$ cat config.mk
export PLATFORM = sky130hd
export DESIGN_NAME = hci_acl_connection_credit_tracker
export DESIGN_NICKNAME = d
export VERILOG_FILES = /design/src/hacl_pkg.sv /design/src/hci_acl_connection_credit_tracker.sv /design/src/hacl_fifo.sv /design/src/hacl_front.sv /design/src/hacl_back.sv
export SDC_FILE = /design/constraint.sdc
export NUM_CORES = 1
export LEC_CHECK = 0
export BUFFER_PORTS_ARGS = -buffer_cell sky130_fd_sc_hd__buf_4
export CORE_AREA = 2 2 164 166
export CTS_CLUSTER_DIAMETER = 120
export DETAILED_ROUTE_END_ITERATION = 7
export DIE_AREA = 0 0 166 168
export GPL_TIMING_DRIVEN = 0
export PLACE_DENSITY_LB_ADDON = 0.15
export REMOVE_ABC_BUFFERS = 1
export SLEW_MARGIN = 40
export SYNTH_ARGS = -nofsm -noshare
export SYNTH_HDL_FRONTEND = slang
export SYNTH_HIERARCHICAL = 1
export SYNTH_SLANG_ARGS = --single-unit
export TNS_END_PERCENT = 10
$ cat constraint.sdc
create_clock -name clk -period 9.8 [get_ports clk]
set_input_delay 0.98 -clock clk [delete_from_list [all_inputs] [get_ports clk]]
set_output_delay 0.98 -clock clk [all_outputs]
set_load 0.02 [all_outputs]
$ cat src/hacl_pkg.sv
// Shared types and constants for the HCI ACL connection credit tracker.
`timescale 1ns / 1ps
package hacl_pkg;

  // Field widths
  localparam int CMD_W      = 4;
  localparam int STATUS_W   = 8;
  localparam int HANDLE_W   = 12;
  localparam int FLAGS_W    = 2;
  localparam int AMOUNT_W   = 16;
  localparam int MODE_W     = 3;
  localparam int CLIMIT_W   = 16;
  localparam int LELIMIT_W  = 8;
  localparam int TIMEOUT_W  = 16;
  localparam int ISSUE_W    = 3;
  localparam int KIND_W     = 2;

  // APB register map
  localparam int CFG_DATA_W = 32;
  localparam int CFG_ADDR_W = 4;

  // Queue depths (front-to-back queue, result queue)
  localparam int QUEUE_DEPTH_DEF  = 2;
  localparam int RESULT_DEPTH_DEF = 2;

  // Reset values and protocol constants
  localparam logic signed [MODE_W-1:0] HOST_MODE_RESET = 3'sd1;
  localparam logic signed [MODE_W-1:0] HOST_MODE_OFF   = -3'sd1;
  localparam logic [TIMEOUT_W-1:0]     TIMEOUT_RESET   = 16'd1000;
  localparam logic [AMOUNT_W-1:0]      END_FLAG        = 16'h2000;
  localparam logic [AMOUNT_W-1:0]      RX_HDR_BYTES    = 16'd4;
  localparam logic [AMOUNT_W-1:0]      COUNT_MAX       = 16'hFFFF;

  typedef enum logic [1:0] {
    REG_HOST_MODE     = 2'd0,
    REG_CLASSIC_LIMIT = 2'd1,
    REG_LE_LIMIT      = 2'd2,
    REG_TIMEOUT       = 2'd3
  } reg_idx_t;

  typedef enum logic [CMD_W-1:0] {
    OP_CONN_REQ      = 4'd0,
    OP_CLASSIC_DONE  = 4'd1,
    OP_LE_DONE       = 4'd2,
    OP_DISC_DONE     = 4'd3,
    OP_COMPLETED     = 4'd4,
    OP_SEND          = 4'd5,
    OP_RECEIVE       = 4'd6,
    OP_LOCAL_DISC    = 4'd7,
    OP_TICK          = 4'd8,
    OP_NONE          = 4'd15
  } op_t;

  typedef enum logic [ISSUE_W-1:0] {
    ISSUE_NONE       = 3'd0,
    ISSUE_ACCEPT     = 3'd1,
    ISSUE_REJECT     = 3'd2,
    ISSUE_DISCONNECT = 3'd3,
    ISSUE_ADVERT     = 3'd4,
    ISSUE_SCAN       = 3'd5,
    ISSUE_RESET      = 3'd6
  } issue_t;

  typedef enum logic [KIND_W-1:0] {
    LINK_NONE    = 2'd0,
    LINK_CLASSIC = 2'd1,
    LINK_LE      = 2'd2
  } link_t;

  // Configuration seen by the back end
  typedef struct packed {
    logic signed [MODE_W-1:0] host_mode;
    logic [CLIMIT_W-1:0]      classic_limit;
    logic [LELIMIT_W-1:0]     le_limit;
    logic [TIMEOUT_W-1:0]     timeout_reload;
  } cfg_t;

  // Classified item between front and back
  typedef struct packed {
    op_t                 op;
    logic                status_ok;
    logic                rx_flags_ok;
    logic [HANDLE_W-1:0] handle;
    logic [AMOUNT_W-1:0] amount;
    logic [AMOUNT_W-1:0] rx_len;
  } item_t;

  // One result beat
  typedef struct packed {
    logic                ok;
    issue_t              issue;
    logic [AMOUNT_W-1:0] acl_header;
    logic [AMOUNT_W-1:0] payload_length;
    logic                is_connected;
    link_t               link_kind;
    logic [AMOUNT_W-1:0] outstanding;
    logic                can_send;
    logic                last;
  } result_t;

endpackage

$ cat src/hci_acl_connection_credit_tracker.sv
// Top level of the HCI ACL connection credit tracker.
`timescale 1ns / 1ps
// Usage:
//   Input channel: drive in_* and raise push; a beat is taken at a clock edge
//   with push high and full low. Each beat is one HCI event or host request.
//   Result channel: while empty is low the oldest result is on out_*; it is
//   taken at an edge with pop high. Every input gives one result with
//   out_last set, except a disconnection complete with host mode off, which
//   gives a reset command beat (out_last low) then a scan enable beat.
//   Configuration: APB write, register i at byte address 4*i; pready is tied
//   high and reads return the register value. Write only while idle.
// Path: a taken input is registered in the item queue, runs through the
//   back end and is registered in the result queue before it is on out_*.
// Throughput: one input per cycle while the result queue has room; the
//   two-beat disconnect holds the back end until both beats are written.
//   The back end writes one result beat per cycle into the result queue.
// Reset (rst_n low, synchronous): no link, count zero, timeout at 1000,
//   registers at defaults, both queues empty.
// Stall: when pop is held low the result queue fills, the back end waits,
//   then the item queue fills and full rises; nothing is lost.
module hci_acl_connection_credit_tracker
  import hacl_pkg::*;
#(
  parameter int QUEUE_DEPTH  = QUEUE_DEPTH_DEF,
  parameter int RESULT_DEPTH = RESULT_DEPTH_DEF
) (
  input  logic                  clk,
  input  logic                  rst_n,
  // input channel
  input  logic                  push,
  output logic                  full,
  input  logic [CMD_W-1:0]      in_cmd,
  input  logic [STATUS_W-1:0]   in_event_status,
  input  logic [HANDLE_W-1:0]   in_link_handle,
  input  logic [FLAGS_W-1:0]    in_boundary_flags,
  input  logic [AMOUNT_W-1:0]   in_amount,
  // result channel
  output logic                  empty,
  input  logic                  pop,
  output logic                  out_ok,
  output logic [ISSUE_W-1:0]    out_issue_command,
  output logic [AMOUNT_W-1:0]   out_acl_header,
  output logic [AMOUNT_W-1:0]   out_payload_length,
  output logic                  out_is_connected,
  output logic [KIND_W-1:0]     out_link_kind,
  output logic [AMOUNT_W-1:0]   out_outstanding,
  output logic                  out_can_send,
  output logic                  out_last,
  // configuration port
  input  logic                  psel,
  input  logic                  penable,
  input  logic                  pwrite,
  input  logic [CFG_ADDR_W-1:0] paddr,
  input  logic [CFG_DATA_W-1:0] pwdata,
  output logic [CFG_DATA_W-1:0] prdata,
  output logic                  pready
);

  cfg_t     cfg_r;
  reg_idx_t reg_idx;
  logic     cfg_wr;
  item_t    front_item, q_item;
  logic     q_full, q_empty, q_pop;
  logic     res_full, res_push;
  result_t  res_in, res_out;

  // Configuration registers
  assign pready  = 1'b1;
  assign reg_idx = reg_idx_t'(paddr[CFG_ADDR_W-1:2]);
  assign cfg_wr  = psel && penable && pwrite && pready;

  always_ff @(posedge clk) begin
    if (!rst_n) begin
      cfg_r.host_mode      <= HOST_MODE_RESET;
      cfg_r.classic_limit  <= '0;
      cfg_r.le_limit       <= '0;
      cfg_r.timeout_reload <= TIMEOUT_RESET;
    end else if (cfg_wr) begin
      case (reg_idx)
        REG_HOST_MODE:     cfg_r.host_mode      <= pwdata[MODE_W-1:0];
        REG_CLASSIC_LIMIT: cfg_r.classic_limit  <= pwdata[CLIMIT_W-1:0];
        REG_LE_LIMIT:      cfg_r.le_limit       <= pwdata[LELIMIT_W-1:0];
        REG_TIMEOUT:       cfg_r.timeout_reload <= pwdata[TIMEOUT_W-1:0];
        default: begin
        end
      endcase
    end
  end

  // Register readback
  always_comb begin
    case (reg_idx)
      REG_HOST_MODE:     prdata = CFG_DATA_W'(cfg_r.host_mode);
      REG_CLASSIC_LIMIT: prdata = CFG_DATA_W'(cfg_r.classic_limit);
      REG_LE_LIMIT:      prdata = CFG_DATA_W'(cfg_r.le_limit);
      REG_TIMEOUT:       prdata = CFG_DATA_W'(cfg_r.timeout_reload);
      default:           prdata = '0;
    endcase
  end

  // Front end and item queue
  hacl_front u_front (
    .in_cmd            (in_cmd),
    .in_event_status   (in_event_status),
    .in_link_handle    (in_link_handle),
    .in_boundary_flags (in_boundary_flags),
    .in_amount         (in_amount),
    .item              (front_item)
  );

  assign full = q_full;

  hacl_fifo #(
    .WIDTH ($bits(item_t)),
    .DEPTH (QUEUE_DEPTH)
  ) u_item_q (
    .clk     (clk),
    .rst_n   (rst_n),
    .wr_en   (push),
    .wr_data (front_item),
    .full    (q_full),
    .rd_en   (q_pop),
    .rd_data (q_item),
    .empty   (q_empty)
  );

  // Back end
  hacl_back u_back (
    .clk        (clk),
    .rst_n      (rst_n),
    .cfg        (cfg_r),
    .item       (q_item),
    .item_avail (!q_empty),
    .item_pop   (q_pop),
    .res_full   (res_full),
    .res_push   (res_push),
    .res        (res_in)
  );

  // Result queue
  hacl_fifo #(
    .WIDTH ($bits(result_t)),
    .DEPTH (RESULT_DEPTH)
  ) u_res_q (
    .clk     (clk),
    .rst_n   (rst_n),
    .wr_en   (res_push),
    .wr_data (res_in),
    .full    (res_full),
    .rd_en   (pop),
    .rd_data (res_out),
    .empty   (empty)
  );

  assign out_ok             = res_out.ok;
  assign out_issue_command  = res_out.issue;
  assign out_acl_header     = res_out.acl_header;
  assign out_payload_length = res_out.payload_length;
  assign out_is_connected   = res_out.is_connected;
  assign out_link_kind      = res_out.link_kind;
  assign out_outstanding    = res_out.outstanding;
  assign out_can_send       = res_out.can_send;
  assign out_last           = res_out.last;

endmodule

$ cat src/hacl_fifo.sv
// Small register FIFO used for the item queue and the result queue.
`timescale 1ns / 1ps
module hacl_fifo #(
  parameter int WIDTH = 8,
  parameter int DEPTH = 2
) (
  input  logic             clk,
  input  logic             rst_n,
  input  logic             wr_en,
  input  logic [WIDTH-1:0] wr_data,
  output logic             full,
  input  logic             rd_en,
  output logic [WIDTH-1:0] rd_data,
  output logic             empty
);

  localparam int AW = (DEPTH > 1) ? $clog2(DEPTH) : 1;
  localparam int CW = $clog2(DEPTH + 1);
  localparam logic [AW-1:0] LAST_PTR = AW'(DEPTH - 1);
  localparam logic [CW-1:0] FULL_CNT = CW'(DEPTH);

  logic [WIDTH-1:0] mem_r [DEPTH];
  logic [AW-1:0]    wr_ptr_r, rd_ptr_r;
  logic [CW-1:0]    count_r;
  logic             do_wr, do_rd;

  assign full    = (count_r == FULL_CNT);
  assign empty   = (count_r == '0);
  assign do_wr   = wr_en && !full;
  assign do_rd   = rd_en && !empty;
  assign rd_data = mem_r[rd_ptr_r];

  // Storage, no reset
  always_ff @(posedge clk) begin
    if (do_wr) begin
      mem_r[wr_ptr_r] <= wr_data;
    end
  end

  // Pointers and fill count
  always_ff @(posedge clk) begin
    if (!rst_n) begin
      wr_ptr_r <= '0;
      rd_ptr_r <= '0;
      count_r  <= '0;
    end else begin
      if (do_wr) begin
        wr_ptr_r <= (wr_ptr_r == LAST_PTR) ? '0 : wr_ptr_r + 1'b1;
      end
      if (do_rd) begin
        rd_ptr_r <= (rd_ptr_r == LAST_PTR) ? '0 : rd_ptr_r + 1'b1;
      end
      case ({do_wr, do_rd})
        2'b10:   count_r <= count_r + 1'b1;
        2'b01:   count_r <= count_r - 1'b1;
        default: count_r <= count_r;
      endcase
    end
  end

endmodule

$ cat src/hacl_front.sv
// Front end: classifies an incoming event beat before it is queued.
`timescale 1ns / 1ps
module hacl_front
  import hacl_pkg::*;
(
  input  logic [CMD_W-1:0]    in_cmd,
  input  logic [STATUS_W-1:0] in_event_status,
  input  logic [HANDLE_W-1:0] in_link_handle,
  input  logic [FLAGS_W-1:0]  in_boundary_flags,
  input  logic [AMOUNT_W-1:0] in_amount,
  output item_t               item
);

  // Decode and precompute everything that does not depend on link state
  always_comb begin
    item.op          = (in_cmd <= OP_TICK) ? op_t'(in_cmd) : OP_NONE;
    item.status_ok   = (in_event_status == '0);
    // first-fragment / complete boundary codes have bit 1 set
    item.rx_flags_ok = in_boundary_flags[1];
    item.handle      = in_link_handle;
    item.amount      = in_amount;
    item.rx_len      = (in_amount >= RX_HDR_BYTES) ? in_amount - RX_HDR_BYTES : '0;
  end

endmodule

$ cat src/hacl_back.sv
// Back end: link state, credit accounting and result generation.
`timescale 1ns / 1ps
module hacl_back
  import hacl_pkg::*;
(
  input  logic    clk,
  input  logic    rst_n,
  input  cfg_t    cfg,
  input  item_t   item,
  input  logic    item_avail,
  output logic    item_pop,
  input  logic    res_full,
  output logic    res_push,
  output result_t res
);

  logic                 connected_r, connected_nxt;
  link_t                link_r, link_nxt;
  logic [HANDLE_W-1:0]  handle_r, handle_nxt;
  logic [AMOUNT_W-1:0]  unacked_r, unacked_nxt;
  logic [TIMEOUT_W-1:0] timeout_r, timeout_nxt;
  logic                 phase_r, phase_nxt;
  logic                 fire, two_beat;

  function automatic logic has_credit(input link_t lk, input logic [AMOUNT_W-1:0] cnt,
                                      input cfg_t c);
    logic res_v;
    res_v = 1'b1;
    if (lk == LINK_CLASSIC && cnt >= c.classic_limit) res_v = 1'b0;
    if (lk == LINK_LE && cnt >= {{(AMOUNT_W-LELIMIT_W){1'b0}}, c.le_limit}) res_v = 1'b0;
    return res_v;
  endfunction

  assign fire     = item_avail && !res_full;
  assign two_beat = (item.op == OP_DISC_DONE) && (cfg.host_mode == HOST_MODE_OFF);
  // second beat of the off-mode disconnect pops the item
  assign item_pop = fire && !(two_beat && !phase_r);
  assign res_push = fire;

  // Execute one item against the link state
  always_comb begin
    connected_nxt      = connected_r;
    link_nxt           = link_r;
    handle_nxt         = handle_r;
    unacked_nxt        = unacked_r;
    timeout_nxt        = timeout_r;
    phase_nxt          = phase_r;
    res.ok             = 1'b0;
    res.issue          = ISSUE_NONE;
    res.acl_header     = '0;
    res.payload_length = '0;
    res.last           = 1'b1;

    case (item.op)
      OP_CONN_REQ: begin
        res.issue = connected_r ? ISSUE_REJECT : ISSUE_ACCEPT;
      end
      OP_CLASSIC_DONE, OP_LE_DONE: begin
        if (item.status_ok && (item.op == OP_CLASSIC_DONE || !connected_r)) begin
          connected_nxt = 1'b1;
          timeout_nxt   = cfg.timeout_reload;
          link_nxt      = (item.op == OP_CLASSIC_DONE) ? LINK_CLASSIC : LINK_LE;
          handle_nxt    = item.handle;
          unacked_nxt   = '0;
        end
      end
      OP_DISC_DONE: begin
        connected_nxt = 1'b0;
        timeout_nxt   = cfg.timeout_reload;
        link_nxt      = LINK_NONE;
        handle_nxt    = '0;
        unacked_nxt   = '0;
        if (two_beat) begin
          res.issue = phase_r ? ISSUE_SCAN : ISSUE_RESET;
          res.last  = phase_r;
          phase_nxt = !phase_r;
        end else begin
          res.issue = (cfg.host_mode > 3'sd0) ? ISSUE_ADVERT : ISSUE_SCAN;
        end
      end
      OP_COMPLETED: begin
        timeout_nxt = cfg.timeout_reload;
        unacked_nxt = (unacked_r > item.amount) ? unacked_r - item.amount : '0;
      end
      OP_SEND: begin
        if (item.amount == '0) begin
          res.ok = 1'b1;
        end else if (connected_r && has_credit(link_r, unacked_r, cfg)) begin
          res.ok         = 1'b1;
          res.acl_header = {{(AMOUNT_W-HANDLE_W){1'b0}}, handle_r} | END_FLAG;
          if (unacked_r != COUNT_MAX) unacked_nxt = unacked_r + 1'b1;
        end
      end
      OP_RECEIVE: begin
        if (item.rx_flags_ok && connected_r && item.handle == handle_r) begin
          res.ok             = 1'b1;
          res.payload_length = item.rx_len;
        end
      end
      OP_LOCAL_DISC: begin
        res.issue     = ISSUE_DISCONNECT;
        connected_nxt = 1'b0;
        timeout_nxt   = cfg.timeout_reload;
        link_nxt      = LINK_NONE;
        handle_nxt    = '0;
      end
      OP_TICK: begin
        if (unacked_r == '0 || !connected_r) begin
          timeout_nxt = cfg.timeout_reload;
        end else if (timeout_r != '0) begin
          timeout_nxt = timeout_r - 1'b1;
          // counter expires: forced local disconnect
          if (timeout_r == TIMEOUT_W'(1)) begin
            res.issue     = ISSUE_DISCONNECT;
            connected_nxt = 1'b0;
            timeout_nxt   = cfg.timeout_reload;
            link_nxt      = LINK_NONE;
            handle_nxt    = '0;
          end
        end
      end
      default: begin
      end
    endcase

    res.is_connected = connected_nxt;
    res.link_kind    = link_nxt;
    res.outstanding  = unacked_nxt;
    res.can_send     = has_credit(link_nxt, unacked_nxt, cfg);
  end

  // Link state registers, updated only when a beat goes out
  always_ff @(posedge clk) begin
    if (!rst_n) begin
      connected_r <= 1'b0;
      link_r      <= LINK_NONE;
      handle_r    <= '0;
      unacked_r   <= '0;
      timeout_r   <= TIMEOUT_RESET;
      phase_r     <= 1'b0;
    end else if (fire) begin
      connected_r <= connected_nxt;
      link_r      <= link_nxt;
      handle_r    <= handle_nxt;
      unacked_r   <= unacked_nxt;
      timeout_r   <= timeout_nxt;
      phase_r     <= phase_nxt;
    end
  end

endmodule

# After elaboration in Yosys (flattened, before gate mapping)
# Memory sizes are Yosys's and may differ from the RTL's. A register that Yosys moved wholly into a read port is not among the register bits.
# Index checks and enable logic that the tools add are counted.
# W data, S select, Z words.
dict set report totals {
  regBits 99
  ram_bits 214
  elab_cells 186
  mem_count 2
}
# memory depth word_bits read_ports rd_ports_with_merged_regs wr line
set memory_table {}
lappend memory_table {u_res_q.mem_r 2 57 1 1 1 hacl_fifo.sv:22} ;# logic [WIDTH-1:0] mem_r [DEPTH];
lappend memory_table {u_item_q.mem_r 2 50 1 1 1 hacl_fifo.sv:22}
dict set report classes {
  add_sub_neg 12
  order_cmp 8
  eq_ne 30
  n_mux 69
  reduce_logical 49
}
# operator n
set ops {}
lappend ops {{$mux W16} 14}
lappend ops {{$pmux W32 S4} 1}
lappend ops {{$pmux W16 S4} 1}
lappend ops {{$mux W12} 4}
lappend ops {{$pmux W16 S3} 1}
lappend ops {{$pmux W12 S3} 1}
lappend ops {{$ge A16 B16 Y1} 2}
lappend ops {{$ge A16 B8 Y1} 2}
lappend ops {{$logic_not A16 Y1} 2}
lappend ops {{$mux W1} 28}
lappend ops {{$logic_and A1 B1 Y1} 18}
lappend ops {{$add A16 B1 Y16 const B} 1}
lappend ops {{$eq A16 B1 Y1 const B} 1}
lappend ops {{$eq A2 B2 Y1 const B} 8}
lappend ops {{$eq A4 B3 Y1 const B} 4}
lappend ops {{$ge A16 B3 Y1 const B} 1}
lappend ops {{$gt A16 B16 Y1} 1}
lappend ops {{$mux W2} 8}
lappend ops {{$ne A16 B16 Y1 const B} 1}
lappend ops {{$reduce_bool A16 Y1} 1}
lappend ops {{$sub A16 B1 Y16 const B} 1}
lappend ops {{$sub A16 B16 Y16} 1}
lappend ops {{$sub A16 B3 Y16 const B} 1}
lappend ops {{$mux W14} 1}
lappend ops {{other kinds (34)} 64}

# Longest topological paths before layout
# Gate-level depths: netlist of the first run.
dict set report logic_depth {
  ltp_word 14
  depth_mapped 23
}

# Cells and area by module
# Netlist of the first run, hierarchy kept.
# mod n_inst cells_each area_per_inst_um2 seq_area_each_um2
set by_module_without_submodules {}
lappend by_module_without_submodules {hacl_back 1 783 5634.2 960.9}
lappend by_module_without_submodules {{hacl_fifo (u_res_q)} 1 203 4331.7 3523.4}
lappend by_module_without_submodules {{hacl_fifo (u_item_q)} 1 182 3831.2 3103.0}
lappend by_module_without_submodules {hci_acl_connection_credit_tracker 1 229 2129.5 860.8}
lappend by_module_without_submodules {hacl_front 1 94 610.6 0.0}

# Worst setup path after synthesis of the first run
# No wires, ideal clock.
dict set report synth_path {
  path_kind {flip-flop to flip-flop}
  startpoint {register with a tool-made name}
  endpoint {memory u_res_q/mem_r[0][1] (netlist bit), data pin}
  setup_ns 0.192
  arrival_ns 4.683
  required_ns 9.608
  path_slack_ns 4.925
  path_stages_with_launch 22
  n_path_buf 3
  synth_period_minus_slack_ns 4.875
  cell_sequence {dfxtp_1 clkbuf_1 buf_2 mux2_2 inv_1 ha_1 a211o_1 a221o_1 nand3_1 a21oi_1 clkbuf_1 a32oi_1 nand2_1 ha_1 a21o_1 a21o_1 a21o_1 a21oi_1 o21ai_0 a2111o_1 or4_1 o41ai_2}
}
# item line
set synth_rtl {}
lappend synth_rtl {{to (decl)} hacl_fifo.sv:22}

==> key figures, run 1 <==
Clock tree
  – Post-CTS sizing: 0
  – Clk root buf: clkbuf_16
  – Sink Count: 315
  – CTS Buffer Depth: 3
  – Hold Buf Count CTS: 0
  – Worst-Skew Late Latency: 0.58 ns
  – CTS H-tree depth: 1
  – Setup bufs post-CTS: 0
  – Cts bufs inserted: 31
  – CTS tree: done
  – Worst-path clk slew: 0.07 ns

Die
  – Initial Util: 62.8%
  – Die Span X: 166 um
  – Die height: 168 um
  – IO Pins: 177
  – Full die area: 27900 sq um
  – FP Rows: 60
  – Core ar.: 26400 sq um

Worst setup path
  – Worst path most repeated cell: a21o_1
  – CP top delay family: compound AO/OA/AOI/OAI gates
  – Crit path depth: 22
  – Critical Path RT: 10.16 ns
  – Crit start category: flop
  – Critical Path Sink: u_res_q/mem_r[0][1]
  – Crit end category: flop
  – CP Cell Sequence: buf_12 > mux2_2 > ha_1 > inv_1 > fa_1 > a21o_1 > a221o_1 > nand3_1 > a21oi_2 > nand2b_1 > o21ai_0 > a21oi_1 > ha_1 > nand2b_1 > a21o_1 > a21o_1 > a21o_1 > a21oi_1 > o21ai_0 > a2111o_1 > or4_1 > o41ai_2
  – Kind of critical path: reg -> reg
  – Reg-to-Reg End: u_res_q/mem_r[0][1]
  – CP max FO: 34
  – CP bufs+invs: 2
  – Arr. time, crit path: 6.35 ns
  – Slowest CP cell: a21oi_2
  – Worst stage delay on the critical path: 0.63 ns
  – R2R setup slack: 3.81 ns
  – R2R cell count: 22

Yosys
  – Yosys reg bits: 315
  – Seq/Total Area, Yosys: 51.1%
  – Asr flop ratio synth: 0%
  – Synth Flop Type: edfxtp_1
  – Synth warn: 6
  – Largest family of logic cells by synthesized area: simple AND/OR/NAND/NOR gates
  – Mux cell area share after synthesis: 10.7%
  – Avg Inst Size Synth: 11.1 sq um
  – Top cells by area, synth: edfxtp_1, dfxtp_1, mux2_2
  – Netlist cell types: 84
  – Count leader, synth: edfxtp_1
  – Yosys top cell by area: edfxtp_1
  – Synth cell count leaders: edfxtp_1, nand2_1, mux2_2
  – Area of the mapped netlist: 16500 sq um
  – Top cell type's share of synthesized area: 38.9%
  – Adder-Cell Fraction of Synth Area: 5.57%
  – Post-synthesis simple-gate area fraction: 13.9%
  – XOR/XNOR share of the synthesized area: 2.01%
  – EDFF count, synth: 214
  – Complex-gate fraction of the synthesized area: 11.0%
  – Mapped Cells: 1491

Final layout
  – Layout Cells excl Fill: 1947
  – Multi-input gate area: 7200 sq um
  – Diode count: 0
  – Finished Cell Area: 18800 sq um
  – Layout cell share with drive strength beyond 1: 24.1%
  – P&R area growth vs syn: 14.0%
  – Filler instances: 1900
  – FF/Latch Area: 8460 sq um
  – Final net count: 1739

GRT
  – Vias in the first global route: 11700
  – GRT met1 Usage: 36.5%
  – First-pass GRT wire length: 61000 um
  – Total GRT Usage: 26.8%
  – Pin count of the biggest net entering global routing: 87
  – Antenna violations before repair: 0
  – Met2 usage: 45.5%
  – Grt met3 use: 3.69%
  – Overflow after GRT: 0
  – GRT busiest layer: met2

Drt
  – Final WL: 37900 um
  – Post-detailed-route wirelength per cell: 19.5 um
  – Detailed Routing Iterations Pass 1: 7
  – Post-route ant nets: 0
  – Vias per cell: 6.11
  – Number of DRC markers in iteration 0: 1012
  – DR vias: 11900
  – Drc violations: 0

Timing
  – Final Max Slew Viols: 0
  – Slew Limit Headroom: 42.4%
  – Worst Slack Setup Final: 3.81 ns
  – Setup TNS: 0 ns
  – Final hold vios: 0
  – Worst slew pin tran: 0.850 ns
  – Clk_skew: 0.0187 ns
  – Tmin final: 5.99 ns
  – Final setup fails: 0
  – F_max: 167 MHz
  – Final period util: 61.1%
  – RSZ-0062 raised after global routing: false

Place
  – Place WS: 3.94 ns
  – Placed instance count: 1887
  – Cell area after placement: 17700 sq um
  – Post-DP HPWL: 26400 um
  – Port Buffers: 156
  – Gpl congestion: 0.891

Power and ir drop
  – Max VDD drop: 0.000313 V
  – Leakage: 7.05 nW
  – Power Density: 294 nW/um^2

Job
  – Maxcap violations: 0

Worst hold path
  – Hold crit path type: reg -> reg

Run status
  – Status: complete, no violations
[through the flow]
step           hold slack [ns]  util [%]  total power (W)
2_1_floorplan            0.440         -          0.00348
3_3_place_gp             0.458      66.3          0.00416
3_5_place_dp             0.468      67.1          0.00424
4_1_cts                  0.476      71.4          0.00555
5_1_grt                  0.490      71.5          0.00586
6_report                 0.477      71.5          0.00555
[how the worst min path moves through the flow]
stage | start | end | slack [ns] | cells after the start
after floorplan | cfg_r[0] | cfg_r[0] | 0.44 | 2
after global placement | cfg_r[26] | cfg_r[26] | 0.46 | 2
after detailed placement | cfg_r[30] | cfg_r[30] | 0.47 | 2
after CTS | cfg_r[29] | cfg_r[29] | 0.48 | 2
after global routing | cfg_r[30] | cfg_r[30] | 0.49 | 2
final | u_back/handle_r[1] | u_back/handle_r[1] | 0.48 | 2
[cells in the final DEF (no fill, tap or decap), types with 7 or more instances in the layout]
cell,netlist,layout
a211oi_1,14,14
a21o_1,19,19
a21oi_1,74,72
a31oi_1,9,9
and2_1,37,37
and3_1,13,11
buf_12,0,7
buf_4,51,158
clkbuf_16,0,31
dfxtp_1,101,99
edfxtp_1,214,214
ha_1,72,72
inv_1,71,68
mux2_2,108,108
mux2i_1,37,37
mux4_2,8,8
nand2_1,123,123
nand2b_1,24,23
nand3_1,15,15
nand4_1,21,21
nand4b_1,12,12
nor2_1,84,83
nor2b_1,16,14
nor3_1,33,32
nor4_1,14,13
o211ai_1,7,7
o21a_1,9,9
o21ai_0,67,66
o22ai_1,10,10
o311ai_0,8,7
or3_1,12,12
xnor2_1,32,32
[cell type report]
cell class | count | share of cell area (%)
sequential | 315 | 44.9
multi-input combinational | 989 | 38.2
inverter | 73 | 1.48
tap | 341 | 2.26
clock buffer | 42 | 4.65
clock inverter | 16 | 1.29
timing repair buffer | 171 | 7.23
[routing by layer]
| layer | up-vias | wire length, um | share of wire, % |
|---|---|---|---|
| li1 | 5612 | - | - |
| met1 | 5817 | 16400 | 43 |
| met2 | 400 | 18300 | 48 |
| met3 | 74 | 2290 | 6.0 |
| met4 | 0 | 905 | 2.4 |
| met5 | - | 0 | 0 |
[where the power goes]
group | switching (W) | internal (W) | leakage (nW)
clock | 0.000506 | 0.000784 | 0.539
combinational | 0.00131 | 0.000963 | 3.70
sequential | 0.000207 | 0.00178 | 2.82
[worst reg2reg max path, delay by kind of cell (launching register included)]
kind	cells	cell delay [ns]
mux	1	0.42
fa+ha+maj	3	0.72
buf+inv	2	0.34
flops	1	0.52
simple gates	4	0.80
compound gates	12	2.97
[sequential cells by signal (all words and copies together) (netlist names), named ones only]
signal / count
u_res_q/mem_r: 114
u_item_q/mem_r: 100
cfg_r: 43
u_back/timeout_r: 16
u_back/unacked_r: 16
u_back/handle_r: 12
u_back/link_r: 2
u_item_q/count_r: 2
u_res_q/count_r: 2
u_back/connected_r: 1
u_back/phase_r: 1
u_item_q/rd_ptr_r: 1
u_item_q/wr_ptr_r: 1
u_res_q/rd_ptr_r: 1
u_res_q/wr_ptr_r: 1
[cell families after synthesis]
kind of cell / after synthesis
AOI/OAI and AO/OA: 279
DFF: 315
xor gates and xnor gates: 38
muxes: 153
buffers and inverters: 189
adders and majority gates: 73
and+or+nand+nor: 442
other: 2
Note: power is estimated with default switching activity, not from simulation.
==> inputs of run 2 (changes only) <==
- CORE_AREA: 2 2 164 166 -> 2 2 178 180
- DIE_AREA: 0 0 166 168 -> 0 0 180 182
- clock period: 9.8 -> 5.1 ns (I/O delays scaled with it)
==> key figures, run 2 (synthesized netlist as in run 1, its figures left out) <==
Power and ir drop
  – Max VDD drop: 0.000423 V
  – Leakage: 7.25 nW
  – Power Density: 577 nW/um^2

Drt
  – Drc violations: 0
  – Number of DRC markers in iteration 0: 958
  – Post-detailed-route wirelength per cell: 19.5 um
  – Final WL: 39500 um
  – Vias per cell: 5.84
  – Post-route ant nets: 0
  – Detailed Routing Iterations Pass 1: 6
  – DR vias: 11900

Die
  – FP Rows: 65
  – Die height: 182 um
  – Initial Util: 53.4%
  – Die Span X: 180 um
  – Core ar.: 31000 sq um
  – Full die area: 32800 sq um
  – IO Pins: 177

Timing
  – Clk_skew: 0.0145 ns
  – Final Max Slew Viols: 0
  – F_max: 201 MHz
  – Final setup fails: 0
  – Final hold vios: 0
  – Slew Limit Headroom: 44.9%
  – Final period util: 97.7%
  – Worst slew pin tran: 0.826 ns
  – Worst Slack Setup Final: 0.116 ns
  – Setup TNS: 0 ns
  – Tmin final: 4.98 ns

Place
  – Port Buffers: 156
  – Placed instance count: 1948
  – Place WS: -0.636 ns
  – Gpl congestion: 0.882
  – Post-DP HPWL: 27200 um

Worst setup path
  – CP max FO: 17
  – Reg-to-Reg End: u_res_q/mem_r[1][1]
  – CP top delay family: compound AO/OA/AOI/OAI gates
  – CP bufs+invs: 2
  – Arr. time, crit path: 5.29 ns
  – CP Cell Sequence: buf_16 > mux2_4 > ha_4 > inv_1 > fa_2 > a21o_1 > a221o_1 > nand3_2 > a21oi_4 > nand2b_1 > o21ai_1 > a21oi_2 > ha_1 > nand2b_1 > a21o_1 > a21o_1 > a21o_1 > a21oi_2 > o21ai_2 > a2111o_1 > or4_4 > o41ai_4
  – Crit start category: flop
  – Slowest CP cell: or4_4
  – Kind of critical path: reg -> reg
  – R2R cell count: 22
  – Critical Path RT: 5.41 ns
  – R2R setup slack: 0.12 ns
  – Worst path most repeated cell: a21o_1
  – Crit end category: flop
  – Worst stage delay on the critical path: 0.44 ns

GRT
  – Vias in the first global route: 11600
  – Antenna violations before repair: 0
  – Overflow after GRT: 0
  – Total GRT Usage: 23.8%
  – First-pass GRT wire length: 62500 um
  – Pin count of the biggest net entering global routing: 87

Worst hold path
  – Hold Path Origin: in_link_handle[0]
  – Hold crit path type: in -> reg
  – Worst Hold Endpoint: u_item_q/mem_r[1][32]
  – Worst Hold Depth: 1

Run status
  – Status: complete, no violations

Final layout
  – P&R area growth vs syn: 16.9%
  – Biggest regs: u_res_q/mem_r: 114 flops, u_item_q/mem_r: 100 flops, cfg_r: 43 flops
  – Commonest non-fill, non-tap cell in the layout: edfxtp_1
  – Diode count: 0
  – Layout Cells excl Fill: 2030
  – Final net count: 1760
  – Most frequent cells in the layout: edfxtp_1, buf_4, nand2_1, mux2_2, dfxtp_1
  – Final core occ: 62.4%
  – Layout cell share with drive strength beyond 1: 26.5%
  – Max reg flops: 114
  – Biggest register: u_res_q/mem_r

Clock tree
  – Cts bufs inserted: 35
  – Worst-Skew Late Latency: 0.51 ns
  – Worst-path clk slew: 0.06 ns
  – CTS H-tree depth: 2
  – CTS Buffer Depth: 3
  – CTS tree: done
  – Clk root buf: clkbuf_16
  – Sink Count: 315

Job
  – Maxcap violations: 0
==> run 2: cell count changes in the layout (fill, tap and decap cells not counted), sizes merged <==
| cell | delta |
|---|---|
| buf | +16 |
| bufbuf | +1 |
| clkinvlp | -3 |
| inv | -2 |
| clkinv | +4 |
| clkbuf | +6 |
==> run 2: power by group <==
group / switching (W) / internal, W
Sequential: 0.000378 / 0.00342
Clock: 0.000993 / 0.00169
Combinational: 0.00267 / 0.00201
Total: 0.00404 / 0.00712
==> run 2: worst max path at each step <==
| stage | from | end | slack, ns | depth (start not counted) |
|---|---|---|---|---|
| detailed placement | flop | u_res_q/mem_r[0][1] | -0.64 | 22 |
| finish | flop | u_res_q/mem_r[1][1] | 0.12 | 22 |
| global placement | flop | u_res_q/mem_r[0][1] | -2.73 | 15 |
| floorplan | flop | u_res_q/mem_r[0][1] | -0.81 | 21 |
| global route | flop | u_res_q/mem_r[1][1] | -0.04 | 22 |
| CTS | flop | u_res_q/mem_r[1][1] | 0.007 | 22 |
==> run 2: layer usage <==
metal  routed length [um]  GRT usage (%)  vias up
met5                    0              0        -
met4                  962           7.38        0
met3                 2450           3.89       70
met2                18800           39.7      387
met1                17300           31.9     5760
li1                     -              -     5647
==> run 2: final cells by class <==
cell class	instances	area, sq um
fill	2479	11700
sequential	315	8460
multi-input combinational	989	7340
timing repair buffer	188	1510
clock buffer	48	1010
tap	402	503
inverter	73	282
clock inverter	15	229
==> run 2: timing repair <==
action,in CTS,in global routing
gates cloned,1,0
resized for setup,9,29
pin swaps,3,10
hold buffers,0,0
setup buffers,7,11
endpoints found under the setup margin,2,2
hold endpoints to repair,0,0
==> run 2: metrics by stage <==
stage	area (sq um)	power (W)	hold WS, ns
after floorplan	15900	0.00668	0.440
after global placement	17500	0.00806	0.455
after detailed placement	17800	0.00821	0.463
after CTS	19100	0.0110	0.174
after global routing	19300	0.0118	0.168
final	19300	0.0112	0.185
==> inputs of run 3 (changes only) <==
- CORE_AREA: 2 2 178 180 -> 2 2 207 209
- DIE_AREA: 0 0 180 182 -> 0 0 209 211
==> key figures, run 3 (synthesized netlist as in run 1, its figures left out) <==
GRT
  – Pin count of the biggest net entering global routing: 87
  – Antenna violations before repair: 2
  – Total GRT Usage: 18.6%
  – Overflow after GRT: 0
  – Vias in the first global route: 11500
  – First-pass GRT wire length: 64700 um

Final layout
  – Diode count: 0
  – Max reg flops: 114
  – Biggest register: u_res_q/mem_r
  – Commonest non-fill, non-tap cell in the layout: edfxtp_1
  – Most frequent cells in the layout: edfxtp_1, buf_4, nand2_1, mux2_2, dfxtp_1
  – P&R area growth vs syn: 18.2%
  – Final net count: 1763
  – Layout cell share with drive strength beyond 1: 27.1%
  – Finished Cell Area: 19600 sq um
  – Biggest regs: u_res_q/mem_r: 114 flops, u_item_q/mem_r: 100 flops, cfg_r: 43 flops

Worst setup path
  – R2R setup slack: 0.04 ns
  – Kind of critical path: reg -> reg
  – Reg-to-Reg End: u_res_q/mem_r[0][1]
  – CP max FO: 6
  – Arr. time, crit path: 5.38 ns
  – Crit end category: flop
  – R2R cell count: 22
  – Crit start category: flop
  – Critical Path Sink: u_res_q/mem_r[0][1]
  – Critical Path RT: 5.43 ns

Clock tree
  – CTS tree: done
  – Cts bufs inserted: 36
  – CTS H-tree depth: 2
  – Clk root buf: clkbuf_16
  – Sink Count: 315
  – CTS Buffer Depth: 3
  – Hold Buf Count CTS: 0
  – Worst-Skew Late Latency: 0.53 ns
  – Worst-path clk slew: 0.06 ns

Timing
  – Slew Limit Headroom: 48.2%
  – Setup TNS: 0 ns
  – Final hold vios: 0
  – Final Max Slew Viols: 0
  – Clk_skew: 0.0200 ns
  – Tmin final: 5.06 ns
  – RSZ-0062 raised after global routing: true
  – Final setup fails: 0
  – F_max: 198 MHz
  – Worst Slack Setup Final: 0.0427 ns
  – Final period util: 99.2%
  – Worst slew pin tran: 0.775 ns

Worst hold path
  – Worst Hold Depth: 1
  – Hold crit path type: in -> reg

Place
  – Place WS: -0.826 ns
  – Cell area after placement: 17900 sq um
  – Gpl congestion: 0.816
  – Post-DP HPWL: 28700 um
  – Port Buffers: 156

Power and ir drop
  – P_sw: 0.00410 W
  – Leakage: 7.26 nW
  – Sequential fraction of design power: 34.1%
  – Int Pwr: 0.00705 W
  – Combinational fraction of design power: 42.4%
  – Power Density: 571 nW/um^2
  – Max VDD drop: 0.000337 V
  – Switch share: 36.8%
  – Clock power share: 23.5%

Die
  – Full die area: 44100 sq um
  – Initial Util: 39.6%
  – IO Pins: 177
  – Core ar.: 41800 sq um
  – Die Span X: 209 um
  – FP Rows: 75
  – Die height: 211 um

Job
  – Maxcap violations: 0

Drt
  – Length of routed met3 wiring: 1860 um
  – Post-route ant nets: 0
  – Met2 routed WL: 19500 um
  – Met1 wire length: 19300 um
  – Number of DRC markers in iteration 0: 664
  – Drc violations: 0
  – Final WL: 41400 um
  – Detailed Routing Iterations Pass 1: 5
  – DR vias: 11700
  – Top Metal Used: met5
  – Vias per cell: 5.39
  – Post-detailed-route wirelength per cell: 19.1 um

Run status
  – Status: complete, no violations
==> run 3: power by group through the flow <==
stage | clock network (W) | logic (W) | registers, W
after floorplan | 0 | 0.00291 | 0.00377
after global placement | 0 | 0.00417 | 0.00396
after detailed placement | 0 | 0.00440 | 0.00385
after CTS | 0.00269 | 0.00458 | 0.00379
after global routing | 0.00278 | 0.00519 | 0.00387
final | 0.00262 | 0.00473 | 0.00380
==> run 3: layer usage <==
metal,global-route usage (%),up-vias
met3,2.91,66
met5,0,-
met4,5.00,2
met2,30.4,297
met1,25.7,5682
li1,-,5666
==> run 3: worst max-delay path: stages, from the launching register on <==
cell      delay [ns]
dfxtp_4         0.39
buf_16          0.15
mux2_4          0.23
ha_4            0.14
inv_2           0.04
fa_2            0.38
a21o_1          0.22
a221o_1         0.35
nand3_2         0.11
a21oi_4         0.09
nand2b_1        0.11
o21ai_2         0.06
a21oi_2         0.17
ha_1            0.26
nand2b_4        0.13
a21o_1          0.15
a21o_1          0.16
a21o_1          0.17
a21oi_2         0.14
o21ai_2         0.08
a2111o_1        0.46
or4_4           0.50
o41ai_4         0.34
==> run 3: layout make-up <==
type | count | area, sq um
Multi-Input combinational cell | 989 | 7360
Clock buffer | 48 | 1030
Fill cell | 3813 | 22200
Clock inverter | 18 | 185
Timing Repair Buffer | 190 | 1560
Inverter | 73 | 282
Tap cell | 539 | 674
Sequential cell | 315 | 8470
==> run 3: repair_timing <==
item	in CTS	in global routing
setup buffers	9	10
gates cloned	1	1
setup endpoints to repair	2	2
resized for setup	16	30
pin swaps	6	19
==> run 3: stage by stage <==
| step | utilization [%] | power [W] | hold WS, ns | std cells |
|---|---|---|---|---|
| 4_1_cts | 46.3 | 0.0111 | 0.133 | 2161 |
| 2_1_floorplan | - | 0.00668 | 0.440 | 1377 |
| 5_1_grt | 46.8 | 0.0118 | 0.140 | 2172 |
| 3_5_place_dp | 43.0 | 0.00825 | 0.468 | 2085 |
| 3_3_place_gp | 42.4 | 0.00814 | 0.460 | 2072 |
| 6_report | 46.8 | 0.0112 | 0.165 | 2172 |
==> run 3: worst min-delay path by stage <==
stage | from | end
final | in_link_handle[7] | u_item_q/mem_r[0][39]
after CTS | in_link_handle[7] | u_item_q/mem_r[1][39]
after detailed placement | cfg_r[27] | cfg_r[27]
after global placement | cfg_r[27] | cfg_r[27]
after floorplan | cfg_r[0] | cfg_r[0]
after global routing | in_link_handle[9] | u_item_q/mem_r[0][41]
